<file path="src/rtl/mtg_pkg.sv">
// ----------------------------------------------------------------------------
// mtg_pkg
// Shared types and constants of the 32-bit mt19937 word generator.
// ----------------------------------------------------------------------------
package mtg_pkg;

  // word and store geometry
  localparam int WORD_W           = 32;
  localparam int STATE_WORDS_DEF  = 624;
  localparam int SHIFT_OFFSET_DEF = 397;

  // recurrence and tempering constants
  localparam logic [WORD_W-1:0] UPPER_MASK = 32'h8000_0000;
  localparam logic [WORD_W-1:0] LOWER_MASK = 32'h7fff_ffff;
  localparam logic [WORD_W-1:0] MATRIX_A   = 32'h9908_b0df;
  localparam logic [WORD_W-1:0] INIT_MULT  = 32'h6c07_8965;
  localparam logic [WORD_W-1:0] TEMPER_B   = 32'h9d2c_5680;
  localparam logic [WORD_W-1:0] TEMPER_C   = 32'hefc6_0000;

  // operation codes carried in tuser
  localparam logic FUNC_SEED = 1'b0;
  localparam logic FUNC_DRAW = 1'b1;

  // sequencer states
  typedef enum logic [1:0] {
    ST_RUN,
    ST_FILL,
    ST_PRIME
  } state_t;

endpackage

</file>
<file path="src/rtl/mtg_twist.sv">
// ----------------------------------------------------------------------------
// mtg_twist
// One in-place twist step and the tempering of the new word.
// ----------------------------------------------------------------------------
module mtg_twist (
  input  logic [mtg_pkg::WORD_W-1:0] cur_word,  // store word at the read index
  input  logic [mtg_pkg::WORD_W-1:0] nxt_word,  // word one place further
  input  logic [mtg_pkg::WORD_W-1:0] far_word,  // word shift offset further
  output logic [mtg_pkg::WORD_W-1:0] new_word,  // twisted word to write back
  output logic [mtg_pkg::WORD_W-1:0] tempered   // tempered result word
);

  logic [mtg_pkg::WORD_W-1:0] pair;
  logic [mtg_pkg::WORD_W-1:0] mag;
  logic [mtg_pkg::WORD_W-1:0] t1;
  logic [mtg_pkg::WORD_W-1:0] t2;
  logic [mtg_pkg::WORD_W-1:0] t3;

  // twist: upper bit of current word, lower bits of next word
  always_comb begin
    pair     = (cur_word & mtg_pkg::UPPER_MASK) | (nxt_word & mtg_pkg::LOWER_MASK);
    mag      = nxt_word[0] ? mtg_pkg::MATRIX_A : '0;
    new_word = far_word ^ (pair >> 1) ^ mag;
  end

  // tempering shifts and masks
  always_comb begin
    t1       = new_word ^ (new_word >> 11);
    t2       = t1 ^ ((t1 << 7) & mtg_pkg::TEMPER_B);
    t3       = t2 ^ ((t2 << 15) & mtg_pkg::TEMPER_C);
    tempered = t3 ^ (t3 >> 18);
  end

endmodule

</file>
<file path="config.mk">
export PLATFORM = sky130hd
export DESIGN_NAME = mtg_twist
export DESIGN_NICKNAME = d
export VERILOG_FILES = /design/src/rtl/mtg_pkg.sv /design/src/rtl/mtg_twist.sv
export SDC_FILE = /design/constraint.sdc
export NUM_CORES = 1
export LEC_CHECK = 0
export BUFFER_PORTS_ARGS = -buffer_cell sky130_fd_sc_hd__buf_2
export CAP_MARGIN = 20
export CORE_MARGIN = 3
export CORE_UTILIZATION = 35
export DETAILED_ROUTE_END_ITERATION = 8
export PLACE_DENSITY_LB_ADDON = 0.1
export REMOVE_ABC_BUFFERS = 1
export SYNTH_ARGS = -nofsm -noshare
export SYNTH_HDL_FRONTEND = slang
export SYNTH_SLANG_ARGS = --single-unit
</file>
<file path="constraint.sdc">
create_clock -name vclk -period 5.79
set_input_delay 1.158 -clock vclk [all_inputs]
set_output_delay 1.158 -clock vclk [all_outputs]
set_load 0.005 [all_outputs]
</file>
==> reports/results.ini <==
[synth]
synthesis.area_um2 = 1151
synthAdderAreaFrac = 0
synth.avg_cell_area_um2 = 10.28
synthMuxAreaShare = 0
synth_warnings = 0
synth_top_family_by_area = XOR/XNOR gates
ys_types = 12
synthXorXnorAreaFrac = 0.9598
syn_inst = 112
synth-compound-area-share = 0
synth_simple_gate_area_share = 0
ys_seq_area_frac = 0

[sta]
rsz0062_at_grt = false
setup_violations = 0
min_period_ns = 4.067
tightest_slew_ns = 0.4896
setup_tns_ns = 0
slew_violations = 0
finalCritPeriodShare = 0.7024
hold_violations = 0
fmax_ghz = 0.2459
relSlewSlack = 0.6713

[global_routing]
grt_max_degree = 16
antenna_found_initial = 0
grt_pass1_wl_um = 4540
grt_pass1_vias = 1034
grt_overflow = 0
grt_use_total = 0.1325

[detailed_routing]
routedWlPerCell_um = 10.26
drtIter0Drc = 28
ant_nets = 0
num_vias = 1159
viasPerCell = 4.110
first_pass_iters = 2
wirelength_um = 2894
drc = 0

[clock_network]
cts_resized = 0
cts_setup_buffers = 0
postCtsHoldBufs = 0

[worst_setup_path]
crit_arrival_ns = 2.91
cp.required_ns = 4.63
path_max_fanout = 15
critPathKind = in -> out
critical-path-max-stage-delay_ns = 0.53
critical_path.endpoint_type = primary output
startpoint = nxt_word[0]
worstSetupStartpointType = primary input
path_cells = buf_2 > xnor3_1 > xor2_1 > xnor2_2 > xnor3_1 > buf_2
cp_slowest_cell = xnor3_1

[power_and_ir_drop]
ir_worst_vdd_mv = 0.1414
totalPowerFinal_mw = 0.4710
p_per_area_nw_per_um2 = 257.3
leakage_nw = 1.001

[placement]
place.detailed.hpwl_um = 2652
port_buffers = 128
globalplace.congestion = 0.6550

[cells_and_area]
layout_commonest_cell = buf_2
antenna_cells = 0
seqCellArea_um2 = 0
utilization = 0.5899
drive_gt1_frac = 0.5672
nClkBuffers = 0
seq_cell_count = 0
finalNetCount = 336
area_delta_synth_final_pct = 59.02
mostFrequentLayoutCells = buf_2 (128), xnor2_1 (53), xor2_1 (34)

[outcome]
status = complete, no violations

[floorplan]
start_util = 0.3710
num_rows = 20
die-area_um2 = 4013
ios = 160
core_area_um2 = 3103
die_h_um = 63.35
chipWidth_um = 63.35

[hold_path]
hold_end = new_word[5]
hp-class = in -> out
hold_start = far_word[5]
holdPathStages = 3

[run]
cap_violations = 0

[power breakdown]
part           leakage, nW  internal (mW)  total [mW]  switching, mW
Combinational         1.00          0.263       0.471          0.208
Clock                    0              0           0              0
Sequential               0              0           0              0
[kinds of logic after synthesis]
group and after synthesis:
xor+xnor 102, buf+inv 10
[cells in the mapped netlist]
| cell type | instances | area [µm²] |
|---|---|---|
| buf_6 | 1 | 11.26 |
| xnor3_2 | 1 | 23.77 |
| inv_1 | 8 | 30.03 |
| xor3_1 | 1 | 23.77 |
| xor2_1 | 34 | 297.8 |
| xor2_4 | 2 | 55.05 |
| buf_2 | 1 | 5.000 |
| xor3_2 | 2 | 50.05 |
| xor2_2 | 1 | 16.27 |
| xnor2_2 | 1 | 16.27 |
| xnor2_1 | 53 | 464.2 |
| xnor3_1 | 7 | 157.7 |
[critical path: cells and delay by family]
kind      cells  cell delay, ns
xor+xnor      4            1.28
buf+inv       2            0.47
[routing by layer]
metal | vias up | wire, µm | GRT usage
li1 | 595 | - | -
met1 | 498 | 1103 | 0.1519
met2 | 66 | 1481 | 0.2621
met3 | 0 | 309 | 0.02852
met4 | 0 | 0 | 0
met5 | - | 0 | 0
[layout make-up]
class              count  area, µm²
inverters              8      30.03
multi-input cells    102       1105
well taps             44      55.05
fillers              313       1272
repair buffers       128      640.6
[worst max path at each step]
stage | to | slack [ns] | cells past startpoint
after floorplan | tempered[0] | 2.14 | 4
after global placement | tempered[4] | 1.69 | 6
after detailed placement | tempered[4] | 1.67 | 6
after CTS | tempered[4] | 1.67 | 6
after global routing | tempered[4] | 1.60 | 6
final | tempered[0] | 1.72 | 6
[through the flow]
stage / instances / setup WS [ns] / instance area (µm²) / hold slack (ns)
6_report: 282 / 1.723 / 1831 / 2.603
4_1_cts: 282 / 1.670 / 1831 / 2.602
3_3_place_gp: 282 / 1.689 / 1831 / 2.604
2_1_floorplan: 110 / 2.139 / 1135 / 2.376
5_1_grt: 282 / 1.602 / 1831 / 2.614
3_5_place_dp: 282 / 1.674 / 1831 / 2.600
Note: power is estimated with default switching activity, not from simulation.
